==> src/rtl/core/ir_tsp_pkg.sv <==
// Shared types and constants of the IR timing symbol packer.
package ir_tsp_pkg;

  localparam int DUR_W  = 20;
  localparam int SYM_W  = 15;
  localparam int CNT_W  = 10;
  localparam int RES_W  = 5;
  localparam int FH_W   = 11;
  localparam int PROD_W = FH_W + SYM_W;

  localparam int DEF_CAPACITY  = 512;
  localparam int DEF_MAX_CHUNK = 32767;
  localparam int MAX_RESULTS   = 18;

  localparam logic [SYM_W-1:0] PAD_DURATION = SYM_W'(1);

  typedef enum logic [2:0] {
    ST_IDLE,
    ST_MUL,
    ST_CMP,
    ST_CHUNK,
    ST_CLOSE,
    ST_FLUSH
  } tsp_state_e;

  typedef struct packed {
    logic load;
    logic mul;
    logic cmp;
    logic chunk;
    logic close;
    logic flush;
  } tsp_cmd_t;

  typedef struct packed {
    logic no_phase;
    logic pkt_end;
    logic over_cap;
    logic last_chunk;
    logic slot_ok;
    logic cand_vld;
  } tsp_status_t;

  typedef struct packed {
    logic [SYM_W-1:0] first_duration;
    logic             first_level;
    logic [SYM_W-1:0] second_duration;
    logic             second_level;
    logic             symbol_valid;
    logic             truncated;
    logic             last;
  } tsp_result_t;

endpackage

==> src/rtl/core/ir_tsp_ctrl.sv <==
// Sequencing state machine of the IR timing symbol packer.
module ir_tsp_ctrl
  import ir_tsp_pkg::*;
(
  input  logic        clk_i,
  input  logic        rst_ni,
  input  logic        in_valid_i,
  output logic        in_ready_o,
  input  tsp_status_t status_i,
  output tsp_cmd_t    cmd_o
);

  tsp_state_e state_q, state_d;

  // Advance the state
  always_ff @(posedge clk_i or negedge rst_ni) begin
    if (!rst_ni) begin
      state_q <= ST_IDLE;
    end else begin
      state_q <= state_d;
    end
  end

  // Pick the next state
  always_comb begin
    state_d = state_q;
    unique case (state_q)
      ST_IDLE: begin
        if (in_valid_i) state_d = ST_MUL;
      end
      ST_MUL: begin
        state_d = ST_CMP;
      end
      ST_CMP: begin
        if (status_i.no_phase || status_i.over_cap) state_d = ST_CLOSE;
        else state_d = ST_CHUNK;
      end
      ST_CHUNK: begin
        if (status_i.slot_ok && status_i.last_chunk) begin
          state_d = status_i.pkt_end ? ST_CLOSE : ST_FLUSH;
        end
      end
      ST_CLOSE: begin
        if (status_i.slot_ok) state_d = ST_FLUSH;
      end
      ST_FLUSH: begin
        if (!status_i.cand_vld) state_d = ST_IDLE;
      end
      default: state_d = ST_IDLE;
    endcase
  end

  // Drive commands to the datapath
  always_comb begin
    cmd_o      = '0;
    in_ready_o = 1'b0;
    unique case (state_q)
      ST_IDLE: begin
        in_ready_o = 1'b1;
        cmd_o.load = in_valid_i;
      end
      ST_MUL:   cmd_o.mul   = 1'b1;
      ST_CMP:   cmd_o.cmp   = 1'b1;
      ST_CHUNK: cmd_o.chunk = status_i.slot_ok;
      ST_CLOSE: cmd_o.close = status_i.slot_ok;
      ST_FLUSH: cmd_o.flush = 1'b1;
      default: ;
    endcase
  end

  // Only one command at a time
  assert property (@(posedge clk_i) disable iff (!rst_ni) $onehot0(cmd_o))
    else $error("more than one datapath command");

  // A request is taken only from idle, and work starts next cycle
  assert property (@(posedge clk_i) disable iff (!rst_ni)
                   cmd_o.load |=> state_q == ST_MUL)
    else $error("request accepted without starting work");

  // A close always leads to a flush of the held result
  assert property (@(posedge clk_i) disable iff (!rst_ni)
                   cmd_o.close |=> state_q == ST_FLUSH)
    else $error("close not followed by flush");

endmodule

==> src/rtl/core/ir_tsp_dp.sv <==
// Datapath of the IR timing symbol packer: packet state, chunking, result staging.
module ir_tsp_dp
  import ir_tsp_pkg::*;
#(
  parameter int CAPACITY  = DEF_CAPACITY,
  parameter int MAX_CHUNK = DEF_MAX_CHUNK
) (
  input  logic              clk_i,
  input  logic              rst_ni,
  input  tsp_cmd_t          cmd_i,
  output tsp_status_t       status_o,
  input  logic [DUR_W-1:0]  duration_i,
  input  logic              level_i,
  input  logic              pkt_end_i,
  input  logic              no_phase_i,
  output tsp_result_t       out_res_o,
  output logic              out_valid_o,
  input  logic              out_ready_i
);

  localparam logic [SYM_W-1:0]  CHUNK_MAX  = SYM_W'(MAX_CHUNK);
  localparam logic [DUR_W-1:0]  CHUNK_DUR  = DUR_W'(MAX_CHUNK);
  localparam logic [CNT_W-1:0]  CAP_CNT    = CNT_W'(CAPACITY);
  localparam logic [RES_W-1:0]  RES_LIMIT  = RES_W'(MAX_RESULTS);

  // Request fields
  logic [DUR_W-1:0]  dur_q, dur_d;
  logic              lvl_q, pe_q, np_q;
  // Packet state
  logic [CNT_W-1:0]  count_q, count_d;
  logic              hp_q, hp_d;
  logic [SYM_W-1:0]  held_dur_q, held_dur_d;
  logic              held_lvl_q, held_lvl_d;
  // Item working state
  logic [PROD_W-1:0] prod_q;
  logic              trunc_q;
  logic [RES_W-1:0]  nres_q, nres_d;
  tsp_result_t       cand_q, cand_d;
  logic              cand_vld_q, cand_vld_d;
  tsp_result_t       out_q, out_d;
  logic              out_vld_q, out_vld_d;

  logic [FH_W-1:0]   room_halves;
  logic [SYM_W-1:0]  chunk;
  logic              last_chunk;
  logic              over_cap;
  logic              out_free;
  logic              put_en;
  logic              stored;
  logic              mark_last;
  logic              flush_move;
  tsp_result_t       put_res;

  // Free halves left in the packet
  always_comb begin
    if (count_q >= CAP_CNT) begin
      room_halves = '0;
    end else begin
      room_halves = ({1'b0, CAP_CNT - count_q} << 1) - FH_W'(hp_q);
    end
  end

  assign over_cap   = {{(PROD_W-DUR_W){1'b0}}, dur_q} > prod_q;
  assign last_chunk = dur_q <= CHUNK_DUR;
  assign chunk      = last_chunk ? dur_q[SYM_W-1:0] : CHUNK_MAX;
  assign out_free   = !out_vld_q || out_ready_i;

  // Select the result that this step produces
  always_comb begin
    put_en    = 1'b0;
    mark_last = 1'b0;
    put_res   = '0;
    if (cmd_i.chunk && hp_q) begin
      put_en  = 1'b1;
      put_res = '{first_duration: held_dur_q, first_level: held_lvl_q,
                  second_duration: chunk, second_level: lvl_q,
                  symbol_valid: 1'b1, truncated: 1'b0, last: 1'b0};
    end else if (cmd_i.close) begin
      if (hp_q) begin
        put_en  = 1'b1;
        put_res = '{first_duration: held_dur_q, first_level: held_lvl_q,
                    second_duration: PAD_DURATION, second_level: 1'b0,
                    symbol_valid: 1'b1, truncated: trunc_q, last: 1'b1};
      end else if (cand_vld_q) begin
        mark_last = 1'b1;
      end else begin
        put_en  = 1'b1;
        put_res = '{first_duration: '0, first_level: 1'b0,
                    second_duration: '0, second_level: 1'b0,
                    symbol_valid: 1'b0, truncated: trunc_q, last: 1'b1};
      end
    end
  end

  // Drop results beyond the per-item limit
  assign stored     = put_en && (nres_q < RES_LIMIT);
  assign flush_move = cmd_i.flush && cand_vld_q && out_free;

  // Update packet state and result staging
  always_comb begin
    dur_d      = dur_q;
    count_d    = count_q;
    hp_d       = hp_q;
    held_dur_d = held_dur_q;
    held_lvl_d = held_lvl_q;
    nres_d     = nres_q;
    cand_d     = cand_q;
    cand_vld_d = cand_vld_q;
    out_d      = out_q;
    out_vld_d  = out_vld_q && !out_ready_i;

    if (cmd_i.load) begin
      dur_d  = (duration_i == '0) ? DUR_W'(1) : duration_i;
      nres_d = '0;
    end

    if (cmd_i.chunk) begin
      dur_d = dur_q - {{(DUR_W-SYM_W){1'b0}}, chunk};
      if (!hp_q) begin
        held_dur_d = chunk;
        held_lvl_d = lvl_q;
        hp_d       = 1'b1;
      end else begin
        count_d = count_q + CNT_W'(1);
        hp_d    = 1'b0;
      end
    end

    if (cmd_i.close) begin
      count_d    = '0;
      hp_d       = 1'b0;
      held_dur_d = '0;
      held_lvl_d = 1'b0;
    end

    if (mark_last) cand_d.last = 1'b1;

    if (stored) begin
      if (cand_vld_q) begin
        out_d     = cand_q;
        out_vld_d = 1'b1;
      end
      cand_d     = put_res;
      cand_vld_d = 1'b1;
      nres_d     = nres_q + RES_W'(1);
    end else if (flush_move) begin
      out_d      = cand_q;
      out_vld_d  = 1'b1;
      cand_vld_d = 1'b0;
    end
  end

  // Hold control state
  always_ff @(posedge clk_i or negedge rst_ni) begin
    if (!rst_ni) begin
      count_q    <= '0;
      hp_q       <= 1'b0;
      cand_vld_q <= 1'b0;
      out_vld_q  <= 1'b0;
      nres_q     <= '0;
      trunc_q    <= 1'b0;
    end else begin
      count_q    <= count_d;
      hp_q       <= hp_d;
      cand_vld_q <= cand_vld_d;
      out_vld_q  <= out_vld_d;
      nres_q     <= nres_d;
      if (cmd_i.load) trunc_q <= 1'b0;
      else if (cmd_i.cmp) trunc_q <= !np_q && over_cap;
    end
  end

  // Hold payload
  always_ff @(posedge clk_i) begin
    dur_q      <= dur_d;
    held_dur_q <= held_dur_d;
    held_lvl_q <= held_lvl_d;
    cand_q     <= cand_d;
    out_q      <= out_d;
    if (cmd_i.load) begin
      lvl_q <= level_i;
      pe_q  <= pkt_end_i;
      np_q  <= no_phase_i;
    end
    if (cmd_i.mul) begin
      prod_q <= PROD_W'(room_halves) * PROD_W'(MAX_CHUNK);
    end
  end

  assign status_o = '{no_phase: np_q, pkt_end: pe_q, over_cap: over_cap,
                      last_chunk: last_chunk, slot_ok: !cand_vld_q || out_free,
                      cand_vld: cand_vld_q};

  assign out_res_o   = out_q;
  assign out_valid_o = out_vld_q;

  // A staged result is only pushed out when the output slot is free
  assert property (@(posedge clk_i) disable iff (!rst_ni)
                   stored && cand_vld_q |-> out_free)
    else $error("staged result overwrites pending output");

  // Symbols in a packet never exceed the capacity
  assert property (@(posedge clk_i) disable iff (!rst_ni) count_q <= CAP_CNT)
    else $error("symbol count beyond capacity");

  // Per-item results stay within the limit
  assert property (@(posedge clk_i) disable iff (!rst_ni) nres_q <= RES_LIMIT)
    else $error("result count beyond limit");

  // A close returns the packet state to empty
  assert property (@(posedge clk_i) disable iff (!rst_ni)
                   cmd_i.close |=> count_q == '0 && !hp_q)
    else $error("packet state not cleared on close");

endmodule

==> src/rtl/core/ir_timing_symbol_packer.sv <==
// Top level of the IR timing symbol packer.
//
// Input channel (in_valid_i / in_ready_o) carries one timing request:
// duration, level, packet end and no-phase flags. Output channel
// (out_valid_o / out_ready_i) carries packed two-phase symbols and
// packet status, one result per transfer.
// One request is worked at a time. After acceptance the block runs a
// capacity check (free halves times chunk size, then a compare), cuts the
// duration into chunks of up to MAX_CHUNK ticks, one chunk per cycle while
// a result slot is free, closes the packet on packet end, no phase or over
// capacity, hands its final result to the output register and returns to
// idle to take the next request.
// Results leave through a staging register and an output register, so the
// last result of a packet can still be marked when the packet closes.
// When the receiver stalls, chunking waits whenever both registers are full;
// a stall drops nothing, but results beyond MAX_RESULTS per request are dropped.
// Reset clears the packet state, both result registers and the sequencer;
// the block is ready for a request as soon as reset is released.
module ir_timing_symbol_packer
  import ir_tsp_pkg::*;
#(
  parameter int CAPACITY  = DEF_CAPACITY,
  parameter int MAX_CHUNK = DEF_MAX_CHUNK
) (
  input  logic             clk_i,
  input  logic             rst_ni,
  input  logic             in_valid_i,
  output logic             in_ready_o,
  input  logic [DUR_W-1:0] duration_i,
  input  logic             level_i,
  input  logic             pkt_end_i,
  input  logic             no_phase_i,
  output logic             out_valid_o,
  input  logic             out_ready_i,
  output logic [SYM_W-1:0] first_duration_o,
  output logic             first_level_o,
  output logic [SYM_W-1:0] second_duration_o,
  output logic             second_level_o,
  output logic             symbol_valid_o,
  output logic             truncated_o,
  output logic             last_o
);

  tsp_cmd_t    cmd;
  tsp_status_t status;
  tsp_result_t out_res;

  ir_tsp_ctrl u_ctrl (
    .clk_i      (clk_i),
    .rst_ni     (rst_ni),
    .in_valid_i (in_valid_i),
    .in_ready_o (in_ready_o),
    .status_i   (status),
    .cmd_o      (cmd)
  );

  ir_tsp_dp #(
    .CAPACITY  (CAPACITY),
    .MAX_CHUNK (MAX_CHUNK)
  ) u_dp (
    .clk_i        (clk_i),
    .rst_ni       (rst_ni),
    .cmd_i        (cmd),
    .status_o     (status),
    .duration_i   (duration_i),
    .level_i      (level_i),
    .pkt_end_i    (pkt_end_i),
    .no_phase_i   (no_phase_i),
    .out_res_o    (out_res),
    .out_valid_o  (out_valid_o),
    .out_ready_i  (out_ready_i)
  );

  assign first_duration_o  = out_res.first_duration;
  assign first_level_o     = out_res.first_level;
  assign second_duration_o = out_res.second_duration;
  assign second_level_o    = out_res.second_level;
  assign symbol_valid_o    = out_res.symbol_valid;
  assign truncated_o       = out_res.truncated;
  assign last_o            = out_res.last;

endmodule
==> config.mk <==
export PLATFORM = sky130hd
export DESIGN_NAME = ir_timing_symbol_packer
export DESIGN_NICKNAME = d
export VERILOG_FILES = /design/src/rtl/core/ir_tsp_pkg.sv /design/src/rtl/core/ir_tsp_ctrl.sv /design/src/rtl/core/ir_tsp_dp.sv /design/src/rtl/core/ir_timing_symbol_packer.sv
export SDC_FILE = /design/constraint.sdc
export NUM_CORES = 1
export LEC_CHECK = 0
export ABC_AREA = 1
export BUFFER_PORTS_ARGS = -buffer_cell sky130_fd_sc_hd__clkbuf_2
export CORE_UTILIZATION = 55
export DETAILED_ROUTE_END_ITERATION = 12
export GPL_TIMING_DRIVEN = 0
export PLACE_DENSITY = 0.73
export SLEW_MARGIN = 15
export SYNTH_ARGS = -nofsm -noshare
export SYNTH_HDL_FRONTEND = slang
export SYNTH_SLANG_ARGS = --single-unit
==> constraint.sdc <==
create_clock -name clk_i -period 7.8 [get_ports clk_i]
set_clock_uncertainty 0.2 [all_clocks]
set_input_delay 1.17 -clock clk_i [delete_from_list [all_inputs] [get_ports clk_i]]
set_output_delay 1.17 -clock clk_i [all_outputs]
set_load 0.02 [all_outputs]
==> flow_summary.ini <==
[placement]
pre_cts_ws_ns = 0.528
hpwl_um = 15900
place_congestion = 0.893
port_buffers = 63

[detailed_routing]
totalWireLength_um = 20000
vias = 7520
drtPass1Iterations = 5
drt_iter0_drc = 497
via_per_inst = 5.26
drc_errors = 0
avgRoutedWirePerCell_um = 14.0
final_antenna_net_count = 0

[worst_setup_path]
regToRegEndpoint = u_dp.prod_q[23]$_DFFE_PP_
critPathSlowestCell = fa_1
timing.rr.start = u_dp.count_q[2]$_DFFE_PN0P_
cp.arrival_ns = 7.18
r2r_cells = 29
critPathRequiredTime_ns = 7.78
slowest_delay_ns = 0.66
cp-end-kind = flop
cp-start-kind = flop
path_max_fanout = 7
critPathKind = flop to flop
reg2reg_slack_ns = 0.60
path_common_cell = nand2_1

[cells_and_area]
finish.net_count = 1356
final_cell_mix = 206 x inv_1, 188 x nand2_1, 119 x edfxtp_1
postLayoutCoreUtil_pct = 64.0
fillers = 1511
final_common_cell = inv_1
post_route_cells_drive_above_1_share_pct = 10.9
syn_to_final_growth_pct = 12.2
multi_input_area_um2 = 5110
seq_area_um2 = 4440

[sta]
fin_ws_ns = 0.597
setup_viol = 0
drv_slew = 0
hold_viol = 0
finalSetupTns_ns = 0
worst_pin_slew_ns = 0.880
relSlewSlack_pct = 41.2
fin_crit_ns = 7.20
fmax_mhz = 139
period_share_pct = 92.3
grt_setup_unrepaired = false

[clocking]
cts_tree = done
cts_sinks = 157
cts_setup_buffers = 0
htree_levels = 4
clock_path_buffers = 2
clock_latency_ns = 0.43
clk_pin_slew_ns = 0.07
cts-buffers-inserted = 17
cts-root-buf = clkbuf_16

[floorplan]
core_area_um2 = 18300
rows = 49
die_area_um2 = 19500
die_y_um = 140
fp.dieW_um = 140
ios = 64
initial_utilization_pct = 57.0

[worst_hold_path]
hp-start = u_dp.cand_q[30]$_DFFE_PP_
min_path_type = flop to flop
whs_endpoint = u_dp.out_res_o[30]$_DFFE_PP_
holdPathStages = 0

[flow_run]
drv_cap = 0

[synthesis]
yosysSeqAreaShare_pct = 42.7
yosysTopAreaCell = edfxtp_1
yosys_warnings = 0
synth-seq-cells = 157
synth_area_leaders = edfxtp_1 34%, ha_1 11%, fa_1 9.4%
syn_nets = 1271
synth.distinct_cells = 46
synth_area_um2 = 10400
synthCells = 1103
synth_top_area_share_pct = 34.3
synth_area_per_cell_um2 = 9.45

[global_routing]
globalRoute.totalOverflow = 0
grt_max_degree = 38
antenna_found_initial = 0
grtUsageTotal_pct = 21.8
grt_pass1_wl_um = 33700
grt_pass1_vias = 7101

[run_status]
status = completed
-- cell families (layout without fill, tap and decap cells) --
logic type,after synthesis,count (layout),share of synthesized area [%]
compound gates,141,141,8.00
xor+xnor,44,44,3.70
fa+ha+maj,141,141,20.5
buf+inv,230,328,8.51
flops,157,157,42.7
other cells,0,1,0
simple gates,390,390,16.7
-- synth_stat cells, drive strengths merged --
| cell | count |
|---|---|
| a31oi | 19 |
| and3 | 1 |
| nor2 | 93 |
| nand3 | 51 |
| and2 | 1 |
| a211oi | 18 |
| inv | 211 |
| o21a | 1 |
| a22oi | 1 |
| xnor2 | 14 |
| edfxtp | 119 |
| a21oi | 42 |
| fa | 49 |
| nor3 | 27 |
| clkbuf | 12 |
| o21bai | 3 |
| nand3b | 3 |
| o21ai | 42 |
| a21boi | 1 |
| ha | 92 |
| dfrtp | 22 |
| clkinv | 1 |
| o31ai | 1 |
| nor4 | 7 |
| xor2 | 30 |
| or2 | 2 |
| nand2 | 193 |
| a21o | 8 |
| nor3b | 1 |
| o22ai | 4 |
| dfxtp | 16 |
| buf | 6 |
| nand4 | 11 |
| o211ai | 1 |
-- layer usage --
| metal | vias up | global-route usage (%) | part of all wire (%) |
|---|---|---|---|
| met4 | 0 | 8.16 | 2.0 |
| met5 | - | 0 | 0 |
| met1 | 3535 | 29.1 | 47 |
| met2 | 137 | 36.6 | 48 |
| met3 | 29 | 2.82 | 2.9 |
| li1 | 3819 | - | - |
-- worst max-delay path, delay by kind of cell (launching register included) --
| family | cells | cell delay (ns) |
|---|---|---|
| buffers and inverters | 6 | 0.71 |
| xor gates and xnor gates | 1 | 0.29 |
| adders and majority gates | 6 | 3.24 |
| and+or+nand+nor | 11 | 1.29 |
| DFF | 1 | 0.36 |
| AOI/OAI and AO/OA | 5 | 0.84 |
-- per-stage QoR --
stage / hold slack [ns] / cells / area (um2)
after floorplan: 0.200 / 1103 / 10400
after global placement: 0.202 / 1395 / 11000
after detailed placement: 0.205 / 1398 / 11100
after CTS: 0.219 / 1430 / 11700
after global routing: 0.222 / 1430 / 11700
final: 0.217 / 1431 / 11700
-- area by class of cell --
class                      count  share of cell area [%]
clock buffer                  17                    3.64
timing repair buffer          66                    3.03
antenna                        1                  0.0214
inverter                     212                    6.85
tap                          229                    2.45
clock inverter                15                    1.53
sequential                   157                    38.0
buffer                        18                   0.739
multi-input combinational    716                    43.7
-- what timing repair did --
action,CTS,global route
setup endpoints to repair,0,2
hold buffers,0,0
hold endpoints to repair,0,0
resized for setup,0,2
-- sequential cells by signal, summed over array words and instances, names as in the netlist --
register	count
u_ctrl.state_q	3
u_dp.cand_q	35
u_dp.cand_vld_q	1
u_dp.count_q	10
u_dp.dur_q	20
u_dp.held_dur_q	15
u_dp.held_lvl_q	1
u_dp.hp_q	1
u_dp.lvl_q	1
u_dp.np_q	1
u_dp.nres_q	5
u_dp.out_res_o	35
u_dp.out_valid_o	1
u_dp.pe_q	1
u_dp.prod_q	26
u_dp.trunc_q	1
-- worst max path at each step --
stage | endpoint | cells past startpoint | start
finish | u_dp.prod_q[23]$_DFFE_PP_ | 29 | u_dp.count_q[2]$_DFFE_PN0P_
global route | u_dp.prod_q[23]$_DFFE_PP_ | 28 | u_dp.count_q[2]$_DFFE_PN0P_
CTS | u_dp.prod_q[23]$_DFFE_PP_ | 28 | u_dp.count_q[2]$_DFFE_PN0P_
detailed placement | u_dp.prod_q[23]$_DFFE_PP_ | 28 | u_dp.count_q[2]$_DFFE_PN0P_
global placement | u_dp.prod_q[23]$_DFFE_PP_ | 28 | u_dp.count_q[2]$_DFFE_PN0P_
floorplan | u_dp.prod_q[23]$_DFFE_PP_ | 30 | u_dp.count_q[0]$_DFFE_PN0P_
Power is not shown: default switching activity piles up to over one toggle a cycle in this logic, so the estimate is an artifact.
